$ cat config.mk
export PLATFORM = sky130hd
export DESIGN_NAME = spl_cell
export DESIGN_NICKNAME = d
export VERILOG_FILES = /design/src/hdl/spl_pkg.sv /design/src/hdl/spl_cell.sv
export SDC_FILE = /design/constraint.sdc
export NUM_CORES = 1
export LEC_CHECK = 0
export BUFFER_PORTS_ARGS = -buffer_cell sky130_fd_sc_hd__buf_2
export CAP_MARGIN = 20
export CORE_AREA = 4 4 133 135
export CTS_CLUSTER_SIZE = 8
export DETAILED_ROUTE_END_ITERATION = 8
export DIE_AREA = 0 0 137 139
export PLACE_DENSITY_LB_ADDON = 0.12
export SLEW_MARGIN = 5
export SYNTH_ARGS = -nofsm -noshare
export SYNTH_HDL_FRONTEND = slang
export SYNTH_SLANG_ARGS = --single-unit
$ cat constraint.sdc
create_clock -name clk_i -period 7.9 [get_ports clk_i]
set_input_delay 1.58 -clock clk_i [delete_from_list [all_inputs] [get_ports clk_i]]
set_output_delay 1.58 -clock clk_i [all_outputs]
set_load 0.05 [all_outputs]
$ cat src/hdl/spl_pkg.sv
// Shared constants, codes and request/response types of the stable sorted priority list.
`timescale 1ns / 1ps
package spl_pkg;

  localparam int CAPACITY   = 128;
  localparam int ID_W       = 32;
  localparam int PRIO_W     = 32;
  localparam int STATUS_W   = 2;
  localparam int POSITION_W = 7;
  localparam int COUNT_W    = 8;

  localparam int POS_W = $clog2(CAPACITY);
  localparam int CNT_W = $clog2(CAPACITY + 1);

  // hit search: groups of eight cells, eight groups examined per scan step
  localparam int GRP_SIZE    = 8;
  localparam int NUM_GRP     = (CAPACITY + GRP_SIZE - 1) / GRP_SIZE;
  localparam int NUM_STEP    = (NUM_GRP + 7) / 8;
  localparam int NUM_GRP_PAD = NUM_STEP * 8;
  localparam int STEP_W      = (NUM_STEP > 1) ? $clog2(NUM_STEP) : 1;
  localparam int RAW_W       = STEP_W + 6;

  localparam logic OP_INSERT = 1'b0;
  localparam logic OP_REMOVE = 1'b1;

  localparam logic [STATUS_W-1:0] ST_DONE      = 2'd0;
  localparam logic [STATUS_W-1:0] ST_FULL      = 2'd1;
  localparam logic [STATUS_W-1:0] ST_NOT_FOUND = 2'd2;

  typedef struct packed {
    logic              operation;
    logic [ID_W-1:0]   item_id;
    logic [PRIO_W-1:0] item_priority;
  } spl_req_t;

  typedef struct packed {
    logic [STATUS_W-1:0]   status;
    logic [POSITION_W-1:0] position;
    logic [COUNT_W-1:0]    entry_count;
  } spl_rsp_t;

  typedef struct packed {
    logic [ID_W-1:0]   id;
    logic [PRIO_W-1:0] prio;
  } spl_entry_t;

  typedef struct packed {
    logic              en;
    logic              op;
    logic [ID_W-1:0]   id;
    logic [PRIO_W-1:0] prio;
  } spl_cmp_t;

  typedef struct packed {
    logic             en;
    logic             op;
    logic [POS_W-1:0] pos;
  } spl_upd_t;

endpackage

$ cat src/hdl/spl_cell.sv
// One list slot: holds an entry, compares it with the request and shifts with its neighbours.
`timescale 1ns / 1ps
module spl_cell import spl_pkg::*; (
  input  logic             clk_i,
  input  logic [POS_W-1:0] slot_i,
  input  logic [CNT_W-1:0] cnt_i,
  input  spl_cmp_t         cmp_i,
  input  spl_upd_t         upd_i,
  input  spl_entry_t       left_i,
  input  spl_entry_t       right_i,
  input  spl_entry_t       new_i,
  output spl_entry_t       ent_o,
  output logic             hit_o
);

  spl_entry_t ent_q, ent_d;
  logic       hit_q, hit_d;
  logic       occ;

  assign occ = CNT_W'(slot_i) < cnt_i;

  always_comb begin
    // insert looks for the first slot that is empty or holds a larger priority
    if (cmp_i.op == OP_INSERT) begin
      hit_d = !(occ && (ent_q.prio <= cmp_i.prio));
    end else begin
      hit_d = occ && (ent_q.id == cmp_i.id);
    end
  end

  always_comb begin
    ent_d = ent_q;
    if (upd_i.en) begin
      if (upd_i.op == OP_INSERT) begin
        if (slot_i > upd_i.pos) begin
          ent_d = left_i;
        end else if (slot_i == upd_i.pos) begin
          ent_d = new_i;
        end
      end else if (slot_i >= upd_i.pos) begin
        ent_d = right_i;
      end
    end
  end

  always_ff @(posedge clk_i) begin
    ent_q <= ent_d;
    if (cmp_i.en) begin
      hit_q <= hit_d;
    end
  end

  assign ent_o = ent_q;
  assign hit_o = hit_q;

endmodule

==> reports/metrics.cfg <==
[drt]
route.final.wire_length_um = 17660
detailed_routing_wirelength_on_met1_um = 6549
met2RoutedLength_um = 9390
drt_iter0_markers = 112
dr.pass1.iters = 4
highest_metal_layer_with_signal_wires = met4
drtAntennaViolNets = 0
via_count_of_the_routed_design = 4799
routedWlPerCell_um = 16.75
met3_wirelength_um = 1383
remaining_drc_errors = 0
vias_per_cell = 4.553

[sta]
finalCriticalPeriod_ns = 4.054
timing.slew.headroom = 0.5093
rsz0062_at_grt = false
timing.fmax_ghz = 0.2467
finClkSkew_ns = 0.01255
timing.final.setup_violations = 0
worst_pin_slew_ns = 0.7342
min_period_over_period = 0.5132
timing.final.hold_violations = 0
total_negative_slack_ns = 0
timing.final.max_slew_violations = 0

[pwr]
power_per_cell_area_nw_per_um2 = 188.5
seq_power_share = 0.342
internal_power_mw = 0.8691
net_switching_power_mw = 0.4641
leakagePower_nw = 3.671
part_of_the_power_in_combinational_logic = 0.339
power_frac_clock = 0.320
maximum_vdd_ir_drop_mv = 0.1201
switching_power_as_a_share_of_total_power = 0.3481

[floorplanning]
ioPinCount = 348
total_die_area_um2 = 19040
chipHeight_um = 139
fp.dieW_um = 137
core.rowCount = 47
fp.coreArea_um2 = 16470
initial_utilization = 0.2947

[place]
hpwl_um = 14870
place.gp.congestion = 0.8131
placedInstanceArea_um2 = 6760
buffer_ports.inserted = 347

[synthesis]
netlist_instances = 487
post_synth_edffs = 65
avg_synthesized_cell_area_um2 = 9.963
seq_area_frac_synth = 0.4023
post_synth_simple_gate_area = 0.1011
synthXorXnorAreaFrac = 0.05776
synth_area_um2 = 4852
synthAdderAreaFrac = 0.1160
synth_mux_area_frac = 0.1320
async_reset_ff_frac = 0
yosys_register_bits = 65
synthesis.yosys.warnings = 0
synth_cell_type_count = 36
complex_gate_fraction_of_the_synthesized_area = 0.1166
synth_top_family_by_area = multiplexers
synth_nets = 815
synthFlopType = edfxtp_1

[critical_path]
timing.setup.critical_path_class = primary input to flop
worst-endpoint-required_ns = 7.97
setup.worst_path.end_class = flop
start_kind = primary input
path_max_fanout = 33
arrival_ns = 4.12

[clock_network]
postCtsSetupRepairBufs = 0
cts_inserted_buffers = 9
post_cts_resize_count = 0
htreeDepth = 3
number_of_buffers_added_to_fix_hold_violations_after_cts = 0
number_of_sinks_on_the_clock_net = 65
clk_pin_slew_ns = 0.06
cts_tree = built
clock_path_buffers = 2
ctsRootBufferMaster = clkbuf_16
clock_latency_reported_for_the_late_side_of_the_worst_skew_pair_ns = 0.34

[layout]
post_route_cells_drive_above_1_share = 0.4448
commonest_non_fill_non_tap_cell_in_the_layout = buf_2
regArea_um2 = 1952
footprint_of_the_multi_input_gates_um2 = 2560
fillers = 1709
final_nets = 1157
antenna_cells = 0
fin_util = 0.4295
area_growth_pct = 45.75
fin_area_um2 = 7072
layout_common_cells = 346 x buf_2, 72 x nand2_1, 65 x edfxtp_1

[grt]
grt_pass1_wl_um = 26300
globalRouteOverflowTotal = 0
grt_antenna_before_repair = 0
grt_util_all_layers = 0.1808
via_count_of_the_first_global_routing_pass = 5085
pin_count_of_the_biggest_net_entering_global_routing = 73

[run]
maxCapViolCount = 0

[status]
run_status = finished, final reports clean

[hold_path]
holdCritPathClass = flop to flop

-- cells in the mapped netlist (8+ instances only) --
| cell | instances | area (um2) |
|---|---|---|
| o21ai_1 | 60 | 300.3 |
| edfxtp_1 | 65 | 1952 |
| clkbuf_1 | 14 | 52.55 |
| mux2i_1 | 64 | 640.6 |
| ha_1 | 45 | 563.0 |
| a21oi_1 | 18 | 90.09 |
| inv_1 | 47 | 176.4 |
| o21ai_0 | 9 | 45.04 |
| nand4_1 | 8 | 50.05 |
| nand2_1 | 72 | 270.3 |
| nor4_1 | 9 | 56.30 |
| xor2_1 | 31 | 271.5 |
-- power by group through the flow --
stage	clock network (mW)	logic, mW	registers, mW
after floorplan	0	0.179	0.593
after global placement	0	0.447	0.464
after detailed placement	0	0.458	0.462
after CTS	0.439	0.459	0.456
after global routing	0.455	0.492	0.461
final	0.426	0.452	0.456
-- flip-flops by register name (all words and copies together), names as in the netlist --
signal,flops
ent_o,64
hit_o,1
-- kinds of logic (layout without fill, tap and decap cells) --
logic type,after synthesis,count (layout)
AO/OA/AOI/OAI,103,103
XOR/XNOR,32,32
adder cells (fa/ha/maj),45,45
buffers and inverters,68,415
flip-flops,65,65
multiplexers,64,64
AND/OR/NAND/NOR,110,110
-- layer usage --
layer | up-vias | GRT usage
li1 | 2424 | -
met1 | 2154 | 0.1944
met2 | 203 | 0.3385
met3 | 18 | 0.04753
met4 | 0 | 0.05725
met5 | - | 0
-- critical path, cell delays in order --
cell and delay (ns):
buf_2 0.12, ha_1 0.30, a21o_1 0.17, a21oi_2 0.12
nor2b_1 0.09, o31ai_4 0.21, buf_4 0.53, buf_4 0.59
mux2i_1 0.28, o21ai_1 0.08
-- final cells by class --
class                      instances  share of cell area
inverter                          47             0.02495
timing repair buffer             352              0.2541
clock inverter                     6             0.01168
clock buffer                      10             0.03238
tap                              220             0.03892
multi-input combinational        354              0.3620
sequential                        65              0.2760
-- metrics by stage --
step	setup slack [ns]	instances	power [mW]	hold slack, ns
floorplan	0.3227	487	0.7722	1.165
global placement	3.415	1037	0.9111	0.9572
detailed placement	3.485	1038	0.9209	0.9651
CTS	3.865	1054	1.355	0.9913
global route	3.685	1054	1.408	1.033
finish	3.846	1054	1.333	0.9640
-- path summary, 6_finish.rpt --
path | from | to | slack, ns | depth (start not counted)
setup / recovery | slot_i[4] | ent_o[27] | 3.85 | 10
hold / removal | ent_o[37] | hit_o | 0.96 | 5
hold reg to reg | ent_o[37] | hit_o | 0.96 | 5
setup reg to reg | ent_o[30] | hit_o | 5.86 | 5
(Power assumes the default switching activity.)
