File: config.mk
export PLATFORM = sky130hd
export DESIGN_NAME = spl_locate
export DESIGN_NICKNAME = d
export VERILOG_FILES = /design/src/hdl/spl_pkg.sv /design/src/hdl/spl_locate.sv
export SDC_FILE = /design/constraint.sdc
export NUM_CORES = 1
export LEC_CHECK = 0
export CORE_ASPECT_RATIO = 1.25
export CORE_MARGIN = 8
export CORE_UTILIZATION = 35
export DETAILED_ROUTE_END_ITERATION = 10
export DONT_BUFFER_PORTS = 1
export GPL_ROUTABILITY_DRIVEN = 0
export SYNTH_ARGS = -nofsm -noshare
export SYNTH_HDL_FRONTEND = slang
export SYNTH_SLANG_ARGS = --single-unit
File: constraint.sdc
create_clock -name clk_i -period 3.7 [get_ports clk_i]
set_clock_uncertainty 0.2 [all_clocks]
set_input_delay 0.925 -clock clk_i [delete_from_list [all_inputs] [get_ports clk_i]]
set_output_delay 0.925 -clock clk_i [all_outputs]
set_load 0.05 [all_outputs]
File: src/hdl/spl_pkg.sv
// Shared constants, codes and request/response types of the stable sorted priority list.
`timescale 1ns / 1ps
package spl_pkg;

  localparam int CAPACITY   = 128;
  localparam int ID_W       = 32;
  localparam int PRIO_W     = 32;
  localparam int STATUS_W   = 2;
  localparam int POSITION_W = 7;
  localparam int COUNT_W    = 8;

  localparam int POS_W = $clog2(CAPACITY);
  localparam int CNT_W = $clog2(CAPACITY + 1);

  // hit search: groups of eight cells, eight groups examined per scan step
  localparam int GRP_SIZE    = 8;
  localparam int NUM_GRP     = (CAPACITY + GRP_SIZE - 1) / GRP_SIZE;
  localparam int NUM_STEP    = (NUM_GRP + 7) / 8;
  localparam int NUM_GRP_PAD = NUM_STEP * 8;
  localparam int STEP_W      = (NUM_STEP > 1) ? $clog2(NUM_STEP) : 1;
  localparam int RAW_W       = STEP_W + 6;

  localparam logic OP_INSERT = 1'b0;
  localparam logic OP_REMOVE = 1'b1;

  localparam logic [STATUS_W-1:0] ST_DONE      = 2'd0;
  localparam logic [STATUS_W-1:0] ST_FULL      = 2'd1;
  localparam logic [STATUS_W-1:0] ST_NOT_FOUND = 2'd2;

  typedef struct packed {
    logic              operation;
    logic [ID_W-1:0]   item_id;
    logic [PRIO_W-1:0] item_priority;
  } spl_req_t;

  typedef struct packed {
    logic [STATUS_W-1:0]   status;
    logic [POSITION_W-1:0] position;
    logic [COUNT_W-1:0]    entry_count;
  } spl_rsp_t;

  typedef struct packed {
    logic [ID_W-1:0]   id;
    logic [PRIO_W-1:0] prio;
  } spl_entry_t;

  typedef struct packed {
    logic              en;
    logic              op;
    logic [ID_W-1:0]   id;
    logic [PRIO_W-1:0] prio;
  } spl_cmp_t;

  typedef struct packed {
    logic             en;
    logic             op;
    logic [POS_W-1:0] pos;
  } spl_upd_t;

endpackage

File: src/hdl/spl_locate.sv
// First-hit search over the cell flags: group summaries, then a shifting scan.
`timescale 1ns / 1ps
module spl_locate import spl_pkg::*; (
  input  logic                clk_i,
  input  logic                rst_ni,
  input  logic                start_i,
  input  logic [CAPACITY-1:0] hit_i,
  output logic                done_o,
  output logic                found_o,
  output logic [POS_W-1:0]    pos_o
);

  localparam logic LS_IDLE = 1'b0;
  localparam logic LS_SCAN = 1'b1;

  logic                          state_q, state_d;
  logic                          done_q, done_d;
  logic                          found_q, found_d;
  logic [POS_W-1:0]              pos_q, pos_d;
  logic [STEP_W-1:0]             step_q, step_d;
  logic [NUM_GRP_PAD-1:0]        grp_any_q, grp_any_d, load_any;
  logic [2:0]                    grp_idx_q [NUM_GRP_PAD];
  logic [2:0]                    grp_idx_d [NUM_GRP_PAD];
  logic [2:0]                    load_idx  [NUM_GRP_PAD];
  logic [NUM_GRP_PAD*GRP_SIZE-1:0] hit_pad;
  logic                          sel_found;
  logic [2:0]                    sel_g, sel_idx;
  logic [RAW_W-1:0]              raw_pos;

  assign hit_pad = (NUM_GRP_PAD*GRP_SIZE)'(hit_i);

  always_comb begin
    for (int g = 0; g < NUM_GRP_PAD; g++) begin
      load_any[g] = |hit_pad[g*GRP_SIZE +: GRP_SIZE];
      load_idx[g] = 3'd0;
      for (int b = GRP_SIZE - 1; b >= 0; b--) begin
        if (hit_pad[g*GRP_SIZE + b]) begin
          load_idx[g] = 3'(b);
        end
      end
    end
  end

  // lowest of the eight groups at the head of the shift line
  always_comb begin
    sel_found = 1'b0;
    sel_g     = 3'd0;
    sel_idx   = 3'd0;
    for (int g = 7; g >= 0; g--) begin
      if (grp_any_q[g]) begin
        sel_found = 1'b1;
        sel_g     = 3'(g);
        sel_idx   = grp_idx_q[g];
      end
    end
  end

  assign raw_pos = {step_q, sel_g, sel_idx};

  always_comb begin
    state_d   = state_q;
    done_d    = 1'b0;
    found_d   = found_q;
    pos_d     = pos_q;
    step_d    = step_q;
    grp_any_d = grp_any_q;
    grp_idx_d = grp_idx_q;
    if (start_i) begin
      state_d   = LS_SCAN;
      step_d    = '0;
      grp_any_d = load_any;
      grp_idx_d = load_idx;
    end else if (state_q == LS_SCAN) begin
      if (sel_found) begin
        found_d = 1'b1;
        pos_d   = raw_pos[POS_W-1:0];
        done_d  = 1'b1;
        state_d = LS_IDLE;
      end else if (step_q == STEP_W'(NUM_STEP - 1)) begin
        found_d = 1'b0;
        pos_d   = '0;
        done_d  = 1'b1;
        state_d = LS_IDLE;
      end else begin
        // advance the group line by eight groups
        for (int g = 0; g < NUM_GRP_PAD; g++) begin
          if (g + 8 < NUM_GRP_PAD) begin
            grp_any_d[g] = grp_any_q[g + 8];
            grp_idx_d[g] = grp_idx_q[g + 8];
          end else begin
            grp_any_d[g] = 1'b0;
            grp_idx_d[g] = 3'd0;
          end
        end
        step_d = step_q + 1'b1;
      end
    end
  end

  always_ff @(posedge clk_i or negedge rst_ni) begin
    if (!rst_ni) begin
      state_q <= LS_IDLE;
      done_q  <= 1'b0;
      found_q <= 1'b0;
    end else begin
      state_q <= state_d;
      done_q  <= done_d;
      found_q <= found_d;
    end
  end

  always_ff @(posedge clk_i) begin
    pos_q     <= pos_d;
    step_q    <= step_d;
    grp_any_q <= grp_any_d;
    grp_idx_q <= grp_idx_d;
  end

  assign done_o  = done_q;
  assign found_o = found_q;
  assign pos_o   = pos_q;

endmodule

==> flow_summary.yaml <==
status:
  status: "finished, final reports clean"
sta:
  slew_headroom_pct: 53.7
  hold_viol_final: 0
  setup_viol_count_final: 0
  fin_crit_sh_pct: 68.2
  rsz0062_at_grt: "false"
  tns_ps: 0
  fin_crit_ps: 2520
  drv_slew: 0
  fin_ws_ps: 1180
  tightest_slew_ps: 694
  fmax_mhz: 396
yosys:
  synth_cell_types: 36
  synthArstFlopShare_pct: 4.00
  synth_edf_count: 71
  synth.top_cell.area_share_pct: 51.0
  yosysWarnings: 0
  synth_most_common_cell: "edfxtp_1"
  syn-instance-count: 442
  synth_area_leaders: "edfxtp_1, nor2_1, inv_1, a21oi_1, o21ai_0"
  synth_area_per_cell_um2: 9.45
  ys.flop_type: "edfxtp_1"
  ys_ff_latch: 75
  synth_common_cells: "edfxtp_1, nor2_1, inv_1"
  yosysSeqAreaShare_pct: 53.3
  yosys.area.top_type: "edfxtp_1"
  netlist_area_mm2: 0.00418
  syn-num-nets: 573
cells_and_area:
  final_layout_size_suffix_gt1_share_pct: 3.84
  fin_nets: 570
  diodes: 0
  areaGrowthSynthToFinish_pct: 9.59
pwr:
  p_clk_share_pct: 38.7
  ir_drop_mv: 0.269
  power.total_uw: 1900
  powerDensity_mw_per_mm2: 416
  combPwrFrac_pct: 7.6
  switching_share_pct: 21.8
  p_seq_share_pct: 53.6
  p_leak_uw: 0.00165
  power_switching_uw: 415
  internal_power_uw: 1490
routing:
  post_drt_via_cell_ratio: 5.26
  route.detailed.drc: 0
  initialDrtViolationCount: 191
  drt-wirelength-per-cell_um: 16.3
  vias: 3178
  drt_pass1_iterations: 5
  ant_nets: 0
  wirelength_um: 9840
place:
  dp.final_hpwl_um: 7910
  portBuffers: 0
  dp_slack_ps: 1180
clock_tree:
  cts.clk_slew.worst_paths_ps: 50
  numCtsBuffers: 9
  cts_root_buffer: "clkbuf_16"
  tritoncts: "done"
  clock_sinks: 75
  cts-hold-fix-buffers: 0
  cts_setup_buffers: 0
  htreeDepth: 3
  cts_resized: 0
  clk-insertion-delay-late_ps: 330
  clk_path_buf_depth: 2
worst_setup_path:
  worst_ep_required_time_ps: 3500
  path_max_fanout: 64
  arrival_ps: 2320
  critical_path_class: "reg -> reg"
  rrSetupSlack_ps: 1180
  cp-start-kind: "flip-flop"
  endpoint_kind: "flip-flop"
floorplanning:
  initial_core_util_pct: 36.0
  ioPinCount: 140
  dieArea_mm2: 0.0157
  rows: 44
  die_w_um: 114
  die_h_um: 138
  design.core.area_mm2: 0.0116
grt:
  grt_usage_pct: 12.8
  grt_first_pass_wirelength_um: 16000
  grt_overflow_total: 0
  grt_max_degree: 81
  grt_pass1_vias: 3327
  antenna_found_initial: 0
worst_hold_path:
  hold_path_class: "in -> async"
run:
  max_cap_violations: 0
-- cells in the final DEF (no fill, tap or decap), types with 2 or more instances in the layout --
| cell | instances |
|---|---|
| clkbuf_16 | 9 |
| nand3b_1 | 2 |
| nand2b_1 | 21 |
| nor2_1 | 58 |
| nand3_1 | 16 |
| o31ai_1 | 8 |
| a21oi_1 | 34 |
| a41oi_1 | 8 |
| o21bai_1 | 17 |
| clkinv_2 | 2 |
| inv_1 | 46 |
| and3_1 | 4 |
| dfrtp_1 | 3 |
| clkinv_1 | 3 |
| nand2_1 | 24 |
| o2bb2ai_1 | 8 |
| o21ai_0 | 27 |
| nor2b_1 | 6 |
| edfxtp_1 | 71 |
| a2111oi_0 | 2 |
| a211oi_1 | 4 |
| o221ai_1 | 3 |
| nor4_1 | 20 |
| or3_1 | 2 |
| nor3_1 | 16 |
| a31oi_1 | 16 |
-- sequential cells by signal (all words and copies together) (netlist names) --
signal and count:
done_o 1, found_o 1, step_q 1, state_q 1, grp_any_q 16, pos_o 7, grp_idx_q 48
-- path summary, 6_finish.rpt --
check,start,to,depth (start not counted)
max in group asynchronous,rst_ni,state_q$_DFF_PN0_,0
setup reg to reg,grp_any_q[2]$_DFFE_PP_,grp_idx_q[4]$_SDFFCE_PP0P_,5
min in group clk_i,grp_idx_q[17]$_SDFFCE_PP0P_,grp_idx_q[41]$_DFFE_PP_,1
setup / recovery,grp_any_q[2]$_DFFE_PP_,grp_idx_q[4]$_SDFFCE_PP0P_,5
hold reg to reg,grp_idx_q[17]$_SDFFCE_PP0P_,grp_idx_q[41]$_DFFE_PP_,1
hold / removal,rst_ni,found_o$_DFFE_PN0P_,0
-- metal layers --
metal / wire, um / vias up / track usage, %
li1: - / 1635 / -
met3: 711 / 13 / 4.36
met2: 5020 / 97 / 22.3
met4: 184 / 0 / 5.20
met1: 3910 / 1433 / 13.7
met5: 0 / - / 0
-- worst max-delay path: stages, from the launching register on --
cell,delay (ps)
edfxtp_1,500
or4_1,620
or2_4,290
nor2_4,110
a21o_2,160
buf_12,300
-- power groups by stage --
stage               sequential [uW]  combinational (uW)  clock, uW
finish                         1020                 146        738
global route                   1030                 168        790
CTS                            1020                 148        755
detailed placement             1040                 148          0
global placement               1040                 144          0
floorplan                      1030                 132          0
-- logic make-up (layout without fill, tap and decap cells) --
family,Yosys count,after routing,synth area share [%]
buf+inv,61,62,5.87
simple gates,175,175,20.7
compound gates,131,131,20.1
flops,75,75,53.3
-- per-stage QoR --
stage | instance area, um^2 | util (%) | hold slack (ps) | std cells
after floorplan | 4180 | - | 287 | 442
after global placement | 4330 | 37.2 | 319 | 589
after detailed placement | 4330 | 37.2 | 319 | 589
after CTS | 4580 | 39.4 | 78.1 | 604
after global routing | 4580 | 39.4 | 70.6 | 604
final | 4580 | 39.4 | 90.1 | 604
-- cell type report --
cell class,instances,area [um^2]
timing repair buffer,1,20.0
multi-input combinational,306,1710
clock inverter,5,21.3
inverter,46,173
clock buffer,10,229
tap,161,201
fill,1129,7040
sequential,75,2230
(Power assumes the default switching activity.)
